[src/rtl/core/mck_pkg.sv]
// ----------------------------------------------------------------------------
// mck_pkg
// Shared types, codes and Morse pattern tables for the character keyer.
// ----------------------------------------------------------------------------
package mck_pkg;

  localparam int CHAR_W  = 8;
  localparam int TIME_W  = 16;
  localparam int KIND_W  = 2;
  localparam int INDEX_W = 3;
  localparam int TDATA_W = 24;
  localparam int MARK_W  = 2;
  localparam int LEN_W   = 3;
  localparam int LETTER_W = 5;

  localparam logic [KIND_W-1:0] KIND_DOT  = 2'd0;
  localparam logic [KIND_W-1:0] KIND_DASH = 2'd1;
  localparam logic [KIND_W-1:0] KIND_GAP  = 2'd2;

  localparam logic [INDEX_W-1:0] REG_DOT       = 3'd0;
  localparam logic [INDEX_W-1:0] REG_DASH      = 3'd1;
  localparam logic [INDEX_W-1:0] REG_MARK_GAP  = 3'd2;
  localparam logic [INDEX_W-1:0] REG_CHAR_GAP  = 3'd3;
  localparam logic [INDEX_W-1:0] REG_WORD_GAP  = 3'd4;

  localparam logic [TIME_W-1:0] DOT_TIME_RST      = 16'd100;
  localparam logic [TIME_W-1:0] DASH_TIME_RST     = 16'd300;
  localparam logic [TIME_W-1:0] MARK_GAP_TIME_RST = 16'd100;
  localparam logic [TIME_W-1:0] CHAR_GAP_TIME_RST = 16'd300;
  localparam logic [TIME_W-1:0] WORD_GAP_TIME_RST = 16'd600;

  localparam logic [CHAR_W-1:0] ASCII_SPACE   = 8'h20;
  localparam logic [CHAR_W-1:0] ASCII_UPPER_A = 8'h41;
  localparam logic [CHAR_W-1:0] ASCII_UPPER_Z = 8'h5A;
  localparam logic [CHAR_W-1:0] ASCII_LOWER_A = 8'h61;
  localparam logic [CHAR_W-1:0] ASCII_LOWER_Z = 8'h7A;
  localparam logic [CHAR_W-1:0] CASE_OFFSET   = 8'h20;

  localparam logic [1:0] SEL_MARK = 2'd0;
  localparam logic [1:0] SEL_MGAP = 2'd1;
  localparam logic [1:0] SEL_CGAP = 2'd2;
  localparam logic [1:0] SEL_WGAP = 2'd3;

  typedef struct packed {
    logic       load_char;
    logic       clr_mark;
    logic       inc_mark;
    logic       emit;
    logic [1:0] emit_sel;
    logic       emit_last;
  } mck_cmd_t;

  typedef struct packed {
    logic is_space;
    logic is_letter;
    logic is_final;
    logic last_mark;
    logic out_free;
  } mck_stat_t;

  function automatic logic [LEN_W-1:0] pattern_len(input logic [LETTER_W-1:0] idx);
    logic [LEN_W-1:0] len;
    case (idx)
      5'd0:  len = 3'd2;
      5'd1:  len = 3'd4;
      5'd2:  len = 3'd4;
      5'd3:  len = 3'd3;
      5'd4:  len = 3'd1;
      5'd5:  len = 3'd4;
      5'd6:  len = 3'd3;
      5'd7:  len = 3'd4;
      5'd8:  len = 3'd2;
      5'd9:  len = 3'd4;
      5'd10: len = 3'd3;
      5'd11: len = 3'd4;
      5'd12: len = 3'd2;
      5'd13: len = 3'd2;
      5'd14: len = 3'd3;
      5'd15: len = 3'd4;
      5'd16: len = 3'd4;
      5'd17: len = 3'd3;
      5'd18: len = 3'd3;
      5'd19: len = 3'd1;
      5'd20: len = 3'd3;
      5'd21: len = 3'd4;
      5'd22: len = 3'd3;
      5'd23: len = 3'd4;
      5'd24: len = 3'd4;
      5'd25: len = 3'd4;
      default: len = 3'd1;
    endcase
    return len;
  endfunction

  function automatic logic [3:0] pattern_bits(input logic [LETTER_W-1:0] idx);
    logic [3:0] bits;
    case (idx)
      5'd0:  bits = 4'h2;
      5'd1:  bits = 4'h1;
      5'd2:  bits = 4'h5;
      5'd3:  bits = 4'h1;
      5'd4:  bits = 4'h0;
      5'd5:  bits = 4'h4;
      5'd6:  bits = 4'h3;
      5'd7:  bits = 4'h0;
      5'd8:  bits = 4'h0;
      5'd9:  bits = 4'hE;
      5'd10: bits = 4'h5;
      5'd11: bits = 4'h2;
      5'd12: bits = 4'h3;
      5'd13: bits = 4'h1;
      5'd14: bits = 4'h7;
      5'd15: bits = 4'h6;
      5'd16: bits = 4'hB;
      5'd17: bits = 4'h2;
      5'd18: bits = 4'h0;
      5'd19: bits = 4'h1;
      5'd20: bits = 4'h4;
      5'd21: bits = 4'h8;
      5'd22: bits = 4'h6;
      5'd23: bits = 4'h9;
      5'd24: bits = 4'hD;
      5'd25: bits = 4'h3;
      default: bits = 4'h0;
    endcase
    return bits;
  endfunction

endpackage

[src/rtl/core/mck_ctrl.sv]
// ----------------------------------------------------------------------------
// mck_ctrl
// Sequencer that steps through the segments of one character.
// ----------------------------------------------------------------------------
module mck_ctrl (
  input  logic              clk,
  input  logic              rst,
  input  logic              in_valid,
  output logic              in_ready,
  input  mck_pkg::mck_stat_t stat,
  output mck_pkg::mck_cmd_t  cmd
);
  import mck_pkg::*;

  localparam logic [2:0] S_IDLE   = 3'd0;
  localparam logic [2:0] S_DECODE = 3'd1;
  localparam logic [2:0] S_MARK   = 3'd2;
  localparam logic [2:0] S_MGAP   = 3'd3;
  localparam logic [2:0] S_WGAP   = 3'd4;
  localparam logic [2:0] S_CGAP   = 3'd5;

  logic [2:0] state;
  logic [2:0] state_next;

  always_ff @(posedge clk) begin
    if (rst) begin
      state <= S_IDLE;
    end else begin
      state <= state_next;
    end
  end

  assign in_ready = (state == S_IDLE);

  always_comb begin
    state_next    = state;
    cmd           = '0;
    cmd.emit_sel  = SEL_MARK;
    case (state)
      S_IDLE: begin
        if (in_valid) begin
          cmd.load_char = 1'b1;
          cmd.clr_mark  = 1'b1;
          state_next    = S_DECODE;
        end
      end
      S_DECODE: begin
        if (stat.is_space) begin
          state_next = S_WGAP;
        end else if (stat.is_letter) begin
          state_next = S_MARK;
        end else if (!stat.is_final) begin
          state_next = S_CGAP;
        end else begin
          state_next = S_IDLE;
        end
      end
      S_MARK: begin
        if (stat.out_free) begin
          cmd.emit     = 1'b1;
          cmd.emit_sel = SEL_MARK;
          state_next   = S_MGAP;
        end
      end
      S_MGAP: begin
        if (stat.out_free) begin
          cmd.emit      = 1'b1;
          cmd.emit_sel  = SEL_MGAP;
          cmd.emit_last = stat.last_mark && stat.is_final;
          cmd.inc_mark  = 1'b1;
          if (!stat.last_mark) begin
            state_next = S_MARK;
          end else if (stat.is_final) begin
            state_next = S_IDLE;
          end else begin
            state_next = S_CGAP;
          end
        end
      end
      S_WGAP: begin
        if (stat.out_free) begin
          cmd.emit      = 1'b1;
          cmd.emit_sel  = SEL_WGAP;
          cmd.emit_last = stat.is_final;
          state_next    = stat.is_final ? S_IDLE : S_CGAP;
        end
      end
      S_CGAP: begin
        if (stat.out_free) begin
          cmd.emit      = 1'b1;
          cmd.emit_sel  = SEL_CGAP;
          cmd.emit_last = 1'b1;
          state_next    = S_IDLE;
        end
      end
      default: begin
        state_next = S_IDLE;
      end
    endcase
  end

endmodule

[src/rtl/core/mck_datapath.sv]
// ----------------------------------------------------------------------------
// mck_datapath
// Timing registers, character decode, mark counter and output register.
// ----------------------------------------------------------------------------
module mck_datapath (
  input  logic                            clk,
  input  logic                            rst,
  input  logic [mck_pkg::CHAR_W-1:0]      in_char,
  input  logic                            in_final,
  input  logic                            cfg_we,
  input  logic [mck_pkg::INDEX_W-1:0]     cfg_addr,
  input  logic [mck_pkg::TIME_W-1:0]      cfg_wdata,
  input  mck_pkg::mck_cmd_t               cmd,
  output mck_pkg::mck_stat_t              stat,
  output logic                            out_valid,
  input  logic                            out_ready,
  output logic [mck_pkg::KIND_W-1:0]      out_kind,
  output logic [mck_pkg::TIME_W-1:0]      out_duration,
  output logic                            out_last
);
  import mck_pkg::*;

  logic [TIME_W-1:0]   dot_time;
  logic [TIME_W-1:0]   dash_time;
  logic [TIME_W-1:0]   mark_gap_time;
  logic [TIME_W-1:0]   char_gap_time;
  logic [TIME_W-1:0]   word_gap_time;
  logic [CHAR_W-1:0]   char_reg;
  logic                final_reg;
  logic [MARK_W-1:0]   mark_idx;
  logic [CHAR_W-1:0]   folded;
  logic [CHAR_W-1:0]   letter_full;
  logic [LETTER_W-1:0] letter;
  logic [LEN_W-1:0]    mark_len;
  logic [3:0]          mark_bits;
  logic                mark_dash;
  logic [KIND_W-1:0]   kind_next;
  logic [TIME_W-1:0]   duration_next;

  always_ff @(posedge clk) begin
    if (rst) begin
      dot_time      <= DOT_TIME_RST;
      dash_time     <= DASH_TIME_RST;
      mark_gap_time <= MARK_GAP_TIME_RST;
      char_gap_time <= CHAR_GAP_TIME_RST;
      word_gap_time <= WORD_GAP_TIME_RST;
    end else if (cfg_we) begin
      case (cfg_addr)
        REG_DOT:      dot_time      <= cfg_wdata;
        REG_DASH:     dash_time     <= cfg_wdata;
        REG_MARK_GAP: mark_gap_time <= cfg_wdata;
        REG_CHAR_GAP: char_gap_time <= cfg_wdata;
        REG_WORD_GAP: word_gap_time <= cfg_wdata;
        default: ;
      endcase
    end
  end

  always_comb begin
    if (in_char inside {[ASCII_LOWER_A:ASCII_LOWER_Z]}) begin
      folded = in_char - CASE_OFFSET;
    end else begin
      folded = in_char;
    end
  end

  always_ff @(posedge clk) begin
    if (cmd.load_char) begin
      char_reg  <= folded;
      final_reg <= in_final;
    end
  end

  always_ff @(posedge clk) begin
    if (rst || cmd.clr_mark) begin
      mark_idx <= '0;
    end else if (cmd.inc_mark) begin
      mark_idx <= mark_idx + 1'b1;
    end
  end

  assign letter_full = char_reg - ASCII_UPPER_A;
  assign letter      = letter_full[LETTER_W-1:0];
  assign mark_len    = pattern_len(letter);
  assign mark_bits   = pattern_bits(letter);
  assign mark_dash   = mark_bits[mark_idx];

  assign stat.is_space  = (char_reg == ASCII_SPACE);
  assign stat.is_letter = (char_reg inside {[ASCII_UPPER_A:ASCII_UPPER_Z]});
  assign stat.is_final  = final_reg;
  assign stat.last_mark = ({1'b0, mark_idx} == (mark_len - 3'd1));
  assign stat.out_free  = !out_valid || out_ready;

  always_comb begin
    case (cmd.emit_sel)
      SEL_MARK: begin
        kind_next     = mark_dash ? KIND_DASH : KIND_DOT;
        duration_next = mark_dash ? dash_time : dot_time;
      end
      SEL_MGAP: begin
        kind_next     = KIND_GAP;
        duration_next = mark_gap_time;
      end
      SEL_CGAP: begin
        kind_next     = KIND_GAP;
        duration_next = char_gap_time;
      end
      SEL_WGAP: begin
        kind_next     = KIND_GAP;
        duration_next = word_gap_time;
      end
      default: begin
        kind_next     = KIND_GAP;
        duration_next = mark_gap_time;
      end
    endcase
  end

  always_ff @(posedge clk) begin
    if (rst) begin
      out_valid <= 1'b0;
    end else if (cmd.emit) begin
      out_valid <= 1'b1;
    end else if (out_ready) begin
      out_valid <= 1'b0;
    end
  end

  always_ff @(posedge clk) begin
    if (cmd.emit) begin
      out_kind     <= kind_next;
      out_duration <= duration_next;
      out_last     <= cmd.emit_last;
    end
  end

endmodule

[src/rtl/core/morse_character_keyer.sv]
// ----------------------------------------------------------------------------
// morse_character_keyer
// Turns ASCII characters into timed Morse keying segments.
//
// Channel   Direction  Payload
// s_*       in         tdata: char_code[7:0]; tlast: final_char
// m_*       out        tdata: segment_kind[1:0], duration[17:2]; tlast: end_of_run
// cfg_*     in         cfg_index selects the register, cfg_data is the value
//
// A character is taken in the idle state and decoded in the cycle after; its
// segments then leave the output register one after another, up to nine for
// a four-mark letter.
// Reset restores the default timings and empties the output register.
// A stall on m_tready holds the sequencer; s_tready is high only when idle.
// ----------------------------------------------------------------------------
module morse_character_keyer (
  input  logic                          clk,
  input  logic                          rst,
  input  logic                          s_tvalid,
  output logic                          s_tready,
  input  logic [mck_pkg::CHAR_W-1:0]    s_tdata,   // char_code
  input  logic                          s_tlast,
  output logic                          m_tvalid,
  input  logic                          m_tready,
  output logic [mck_pkg::TDATA_W-1:0]   m_tdata,   // segment_kind, duration, zero pad
  output logic                          m_tlast,
  input  logic                          cfg_valid,
  output logic                          cfg_ready,
  input  logic [mck_pkg::INDEX_W-1:0]   cfg_index,
  input  logic [mck_pkg::TIME_W-1:0]    cfg_data
);
  import mck_pkg::*;

  mck_cmd_t          cmd;
  mck_stat_t         stat;
  logic [KIND_W-1:0] out_kind;
  logic [TIME_W-1:0] out_duration;

  assign cfg_ready = 1'b1;
  assign m_tdata   = {{(TDATA_W - TIME_W - KIND_W){1'b0}}, out_duration, out_kind};

  mck_ctrl u_ctrl (
    .clk      (clk),
    .rst      (rst),
    .in_valid (s_tvalid),
    .in_ready (s_tready),
    .stat     (stat),
    .cmd      (cmd)
  );

  mck_datapath u_datapath (
    .clk          (clk),
    .rst          (rst),
    .in_char      (s_tdata),
    .in_final     (s_tlast),
    .cfg_we       (cfg_valid),
    .cfg_addr     (cfg_index),
    .cfg_wdata    (cfg_data),
    .cmd          (cmd),
    .stat         (stat),
    .out_valid    (m_tvalid),
    .out_ready    (m_tready),
    .out_kind     (out_kind),
    .out_duration (out_duration),
    .out_last     (m_tlast)
  );

endmodule

[config.mk]
export PLATFORM = sky130hd
export DESIGN_NAME = morse_character_keyer
export DESIGN_NICKNAME = d
export VERILOG_FILES = /design/src/rtl/core/mck_pkg.sv /design/src/rtl/core/mck_ctrl.sv /design/src/rtl/core/mck_datapath.sv /design/src/rtl/core/morse_character_keyer.sv
export SDC_FILE = /design/constraint.sdc
export NUM_CORES = 1
export LEC_CHECK = 0
export BUFFER_PORTS_ARGS = -buffer_cell sky130_fd_sc_hd__buf_2
export CORE_UTILIZATION = 35
export CTS_BUF_LIST = sky130_fd_sc_hd__clkbuf_8
export CTS_CLUSTER_DIAMETER = 120
export CTS_CLUSTER_SIZE = 40
export DETAILED_ROUTE_END_ITERATION = 10
export GPL_ROUTABILITY_DRIVEN = 1
export PLACE_DENSITY = 0.65
export RECOVER_POWER = 100
export SLEW_MARGIN = 20
export SYNTH_ARGS = -nofsm -noshare
export SYNTH_HDL_FRONTEND = slang
export SYNTH_HIERARCHICAL = 1
export SYNTH_SLANG_ARGS = --single-unit
export TNS_END_PERCENT = 50
[constraint.sdc]
create_clock -name clk -period 3.2 [get_ports clk]
set_input_delay 0.48 -clock clk [delete_from_list [all_inputs] [get_ports clk]]
set_output_delay 0.48 -clock clk [all_outputs]
set_load 0.03 [all_outputs]
== Word-level counts from Yosys, hierarchy flattened ==
Memories as Yosys holds them, arrays and structs flattened.
Index checks and enable logic that the tools add are counted.

* Register bits after elaboration: 114
* Memory bits (read-only): 224
* Input port bits: 33
* Output and inout bits: 28
* Memories: 2

{| class="wikitable"
|+ Memory list
! memory !! words !! bits a word !! rd ports !! clocked after Yosys merged registers in !! wr ports !! line !! source
|-
| (name not given) || 32 || 4 || 1 || 0 || 0 || mck_pkg.sv:97 || <nowiki>case (idx)</nowiki>
|-
| (name not given) || 32 || 3 || 1 || 0 || 0 || mck_pkg.sv:63 || <nowiki>case (idx)</nowiki>
|}

* Add/sub/neg operators: 4
* Order comparisons: 5
* Equality and inequality tests: 19
* Multiplexer cells: 28
* Reductions and logical operators: 17

{| class="wikitable"
|+ Operator list
! kind !! count
|-
| one-hot mux 16 bit (4 select lines) || 1
|-
| two-way mux 3 bit || 10
|-
| one-hot mux 3 bit (6 select lines) || 1
|-
| >= comparator 8 x 7 -> 1 bit (second input constant) || 2
|-
| <= comparator 8 x 7 -> 1 bit (second input constant) || 2
|-
| two-way mux 16 bit || 1
|-
| == test 3 x 2 -> 1 bit (second input constant) || 4
|-
| one-hot mux 3 bit (4 select lines) || 1
|-
| != test 2 bit (second input constant) || 5
|-
| AND reduction 2 bit || 5
|-
| == test 3 bit (second input constant) || 3
|-
| == test 8 x 6 -> 1 bit (second input constant) || 1
|-
| two-way mux 4 bit || 2
|-
| two-way mux 8 bit || 1
|-
| subtractor 8 x 6 -> 8 bit (second input constant) || 1
|-
| == test 3 x 1 -> 1 bit (second input constant) || 2
|-
| zero test 3 bit || 2
|-
| two-way mux 1 bit || 5
|-
| two-way mux 5 bit || 1
|-
| AND reduction 5 bit || 1
|-
| subtractor 5 x 1 -> 5 bit (second input constant) || 1
|-
| == test 2 bit (second input constant) || 2
|-
| two-way mux 2 bit || 2
|-
| one-hot mux 2 bit (2 select lines) || 1
|-
| 13 further kinds || 16
|}

== Depth between registers and ports, before layout ==
An unclocked memory read counts as a cell.

* Depth in word-level cells: 10
* Gate-level depth with buffers: 17

== By module ==
Netlist, hierarchy kept.

{| class="wikitable"
|+ By module, submodules not included
! module !! instances !! cells an instance !! area each (µm²) !! seq. area each (µm²)
|-
| mck_datapath || 1 || 664 || 5632.9 || 2502.4
|-
| mck_ctrl || 1 || 42 || 320.3 || 60.1
|-
| morse_character_keyer || 1 || 9 || 60.1 || 0.0
|}

== Worst setup path after synthesis ==
Ideal clock, no wire load.

* Path kind: reg2reg
* From: register u_datapath.char_reg[0]
* To: register u_ctrl.state[0]
* Arrival time: 3278 ps
* Setup slack: -173 ps
* Stages on the path, launching flop included: 18
* Path buffers: 4
* Path through: edfxtp_1 -> buf_2 -> inv_1 -> ha_1 -> buf_2 -> buf_2 -> buf_1 -> nor2_1 -> nor3_1 -> a21oi_1 -> nor2_1 -> a31oi_1 -> ha_1 -> xnor2_1 -> nor3_1 -> nand4b_1 -> a21o_1 -> a221oi_1

{| class="wikitable"
|+ RTL lines
! item !! line !! source
|-
| from (decl) || mck_datapath.sv:28 || <nowiki>logic [CHAR_W-1:0] char_reg;</nowiki>
|-
| from (signal assigned) || mck_datapath.sv:69 || <nowiki>char_reg <= folded;</nowiki>
|-
| to (signal assigned) || mck_ctrl.sv:29 || <nowiki>state <= state_next;</nowiki>
|-
| to (decl) || mck_ctrl.sv:22 || <nowiki>logic [2:0] state;</nowiki>
|}

== Final worst setup path ==
* From: register u_datapath.char_reg[0]
* To: register u_datapath/out_duration[4] (netlist bit) (data pin)

* Word-level cells in the longest chain between the ends: 6

{| class="wikitable"
|+ Ends and longest elaborated chain
! item !! line !! source
|-
| subtractor 5 x 1 -> 5 bit || mck_datapath.sv:82 || <nowiki>assign letter_full = char_reg - ASCII_UPPER_A;</nowiki>
|-
| memory read (32 x 4 bit) || -- ||
|-
| binary-select mux 1 bit (select 2 bit) || mck_datapath.sv:86 || <nowiki>assign mark_dash = mark_bits[mark_idx];</nowiki>
|-
| two-way mux 1 bit (implied by the code) || mck_datapath.sv:86 ||
|-
| two-way mux 16 bit || mck_datapath.sv:98 || <nowiki>duration_next = mark_dash ? dash_time : dot_time;</nowiki>
|-
| one-hot mux 16 bit (4 select lines) || mck_datapath.sv:95 || <nowiki>case (cmd.emit_sel)</nowiki>
|-
| named net u_datapath.duration_next[4] || mck_datapath.sv:38 || <nowiki>logic [TIME_W-1:0] duration_next;</nowiki>
|-
| to (signal assigned) || mck_datapath.sv:132 || <nowiki>out_duration <= duration_next;</nowiki>
|-
| to (decl) || mck_datapath.sv:18 || <nowiki>output logic [mck_pkg::TIME_W-1:0] out_duration,</nowiki>
|}

The timed path passes the listed nets, and every way through them passes these cells. The select of a mux whose other input is x is not followed.
A chain may end at the register's enable or synchronous reset.

==> results.sh <==
export IMPL_max_vdd_ir_drop_mv=0.1920
export IMPL_port_buffers=53
export IMPL_nets=797
export IMPL_p_int_uw=2362
export IMPL_crit_buf_inv=2
export IMPL_die_width_um=133.1
export IMPL_dr_pass1_iters=4
export IMPL_cts_tree="built"
export IMPL_netlist_area_um2=6013
export IMPL_pwr_share_seq=0.457
export IMPL_grt_pass1_wl_um=24530
export IMPL_fin_crit_ps=3015
export IMPL_crit_family="simple AND/OR/NAND/NOR gates"
export IMPL_core_area_um2=16700
export IMPL_cpPeakStageDelay_ps=380
export IMPL_ys_warn_count=6
export IMPL_grt_max_degree=56
export IMPL_syn_area_per_cell_um2=8.410
export IMPL_endpoint_kind="flip-flop"
export IMPL_combinationalPowerShare=0.194
export IMPL_drt_wl_total_um=14870
export IMPL_dieArea_um2=17710
export IMPL_final_cell_mix="nand2_1 (193), dfxtp_1 (86), a21oi_1 (77)"
export IMPL_dieHeight_um=133.1
export IMPL_num_vias=5108
export IMPL_drive_above_1_share=0.1287
export IMPL_drv_slew=0
export IMPL_synth_edf_count=28
export IMPL_power_share_switching=0.3147
export IMPL_via_per_inst=5.165
export IMPL_finalHoldViolations=0
export IMPL_start_util=0.3601
export IMPL_clk_latency_ps=440
export IMPL_cpMaxStageDelayCell="edfxtp_1"
export IMPL_total_power_uw=3447
export IMPL_clockBufferDepth=2
export IMPL_gp_congestion=0.8745
export IMPL_cp_max_fo=17
export IMPL_grt_usage=0.1735
export IMPL_syn2layout_area_growth_pct=12.94
export IMPL_cts_buffers=17
export IMPL_fin_area_um2=6792
export IMPL_grt_use_met1=0.2566
export IMPL_htree_levels=4
export IMPL_drtIter0Drc=419
export IMPL_clock_sinks=114
export IMPL_rows=47
export IMPL_status="complete, no violations"
export IMPL_routedWlPerCell_um=15.04
export IMPL_grt_met3_usage=0.03257
export IMPL_criticalPathCategory="flip-flop to flip-flop"
export IMPL_drtAntennaViolNets=0
export IMPL_power_net_switching_uw=1085
export IMPL_drc=0
export IMPL_rsz0062_at_grt="no"
export IMPL_dpl_hpwl_um=10310
export IMPL_grt_overflow=0
export IMPL_async_reset_ff_frac=0
export IMPL_grt_use_met2=0.2493
export IMPL_leakage_uw=0.002455
export IMPL_first_global_vias=4645
export IMPL_tightest_slew_ps=1247
export IMPL_synth_cell_types=66
export IMPL_final_common_cell="nand2_1"
export IMPL_post_dp_cell_area_um2=6441
export IMPL_fmax_mhz=331.6
export IMPL_cp_required_ps=3360
export IMPL_grt_busiest_layer="met1"
export IMPL_antenna_found_initial=0
export IMPL_clock_skew_ps=14.88
export IMPL_diodes=0
export IMPL_io_pins=61
export IMPL_synthCells=715
export IMPL_hp_class="input pin to flip-flop"
export IMPL_cts_clk_slew_worst_paths_ps=80
export IMPL_path_cells="buf_4 -> nor3_4 -> xnor2_2 -> or3_1 -> and4_2 -> o31ai_4 -> or2_0 -> buf_12 -> mux2i_1 -> o221ai_1"
export IMPL_startpoint_type="flip-flop"
export IMPL_slew_limit_headroom=0.1687
export IMPL_fin_setup_tns_ps=0
export IMPL_holdWs_ps=222.9
export IMPL_fin_crit_sh=0.9423
export IMPL_power_density_nw_per_um2=507.6
export IMPL_arrival_ps=3170
export IMPL_ys_seq_elements=114
export IMPL_root_buffer="clkbuf_8"
export IMPL_drv_cap=0
export IMPL_clkPwrFrac=0.348
export IMPL_ys_seq_area_frac=0.4261
export IMPL_setup_viol=0
export IMPL_synth_flop_cell="dfxtp_1"
[worst reg2reg max path: cells and delay by family (launching register included)]
kind	cells	cell delay, ps
AO/OA/AOI/OAI	2	470
XOR/XNOR	1	190
buffers and inverters	2	390
flip-flops	1	380
multiplexers	1	190
AND/OR/NAND/NOR	4	1110
[logic make-up after synthesis]
group,Yosys count,synth area share
simple gates,300,0.2343
compound gates,165,0.1708
flops,114,0.4261
buf+inv,72,0.06013
mux,43,0.07345
xor+xnor,11,0.01727
fa+ha+maj,8,0.01665
other cells,2,0.001249
[power groups by stage]
stage	combinational (uW)	clock, uW	sequential [uW]
after floorplan	482	0	1630
after global placement	656	0	1610
after detailed placement	658	0	1610
after CTS	660	1220	1570
after global routing	736	1290	1580
final	670	1200	1580
[routing by layer]
| metal | part of all wire | routed length (um) | vias up |
|---|---|---|---|
| li1 | - | - | 2572 |
| met1 | 0.51 | 7611 | 2384 |
| met2 | 0.43 | 6352 | 135 |
| met3 | 0.046 | 690 | 17 |
| met4 | 0.015 | 218 | 0 |
| met5 | 0 | 0 | - |
[timing repair]
action / 4_1_cts / 5_1_grt
endpoints found under the setup margin: 0 / 16
setup buffers: 0 / 1
endpoints found under the hold margin: 0 / 0
hold buffers: 0 / 0
gates resized for setup: 0 / 5
[metrics by stage]
| step | setup WS [ps] | utilization | cells |
|---|---|---|---|
| final | 184.6 | 0.4067 | 989 |
| after global routing | 0.4743 | 0.4067 | 989 |
| after CTS | 85.64 | 0.4068 | 988 |
| after detailed placement | 116.0 | 0.3857 | 956 |
| after global placement | 182.6 | 0.3857 | 956 |
| after floorplan | 1.945 | - | 720 |
[cell usage after synthesis, types with 5 or more instances]
cell type,instances,area share
a21oi_1,77,0.064
nor2b_1,9,0.0094
nor3_1,8,0.0067
o21ai_0,20,0.017
buf_4,9,0.011
o22ai_1,5,0.0052
o221ai_1,7,0.010
clkbuf_1,33,0.021
mux2_2,9,0.017
dfxtp_1,86,0.29
nor3b_1,9,0.011
edfxtp_1,28,0.14
a22oi_1,7,0.0087
inv_1,12,0.0075
a211oi_1,20,0.025
buf_2,9,0.0075
ha_1,8,0.017
xnor2_1,7,0.010
nand2_1,193,0.12
mux2i_1,34,0.057
nand3b_1,20,0.025
nand3_1,7,0.0058
nor2_1,17,0.011
nand2b_1,7,0.0073
[worst paths after layout]
check / from / to / slack, ps / cells after the start
worst max register to register: u_datapath/char_reg[0] / u_datapath/out_duration[4] / 180 / 10
worst max-delay path: u_datapath/char_reg[0] / u_datapath/out_duration[4] / 180 / 10
worst min-delay path: s_tlast / u_datapath/final_reg / 220 / 1
worst min register to register: u_datapath/char_gap_time[0] / u_datapath/char_gap_time[0] / 450 / 2
[cell type report]
| class | count | area (um2) |
|---|---|---|
| clock buffers | 18 | 247.7 |
| clock inverters | 14 | 105.1 |
| inverters | 12 | 45.04 |
| multi-input cells | 534 | 3141 |
| well taps | 220 | 275.3 |
| flip-flops and latches | 114 | 2562 |
| repair buffers | 77 | 415.4 |
| fillers | 1729 | 9910 |
Note: power is estimated with default switching activity, not from simulation.
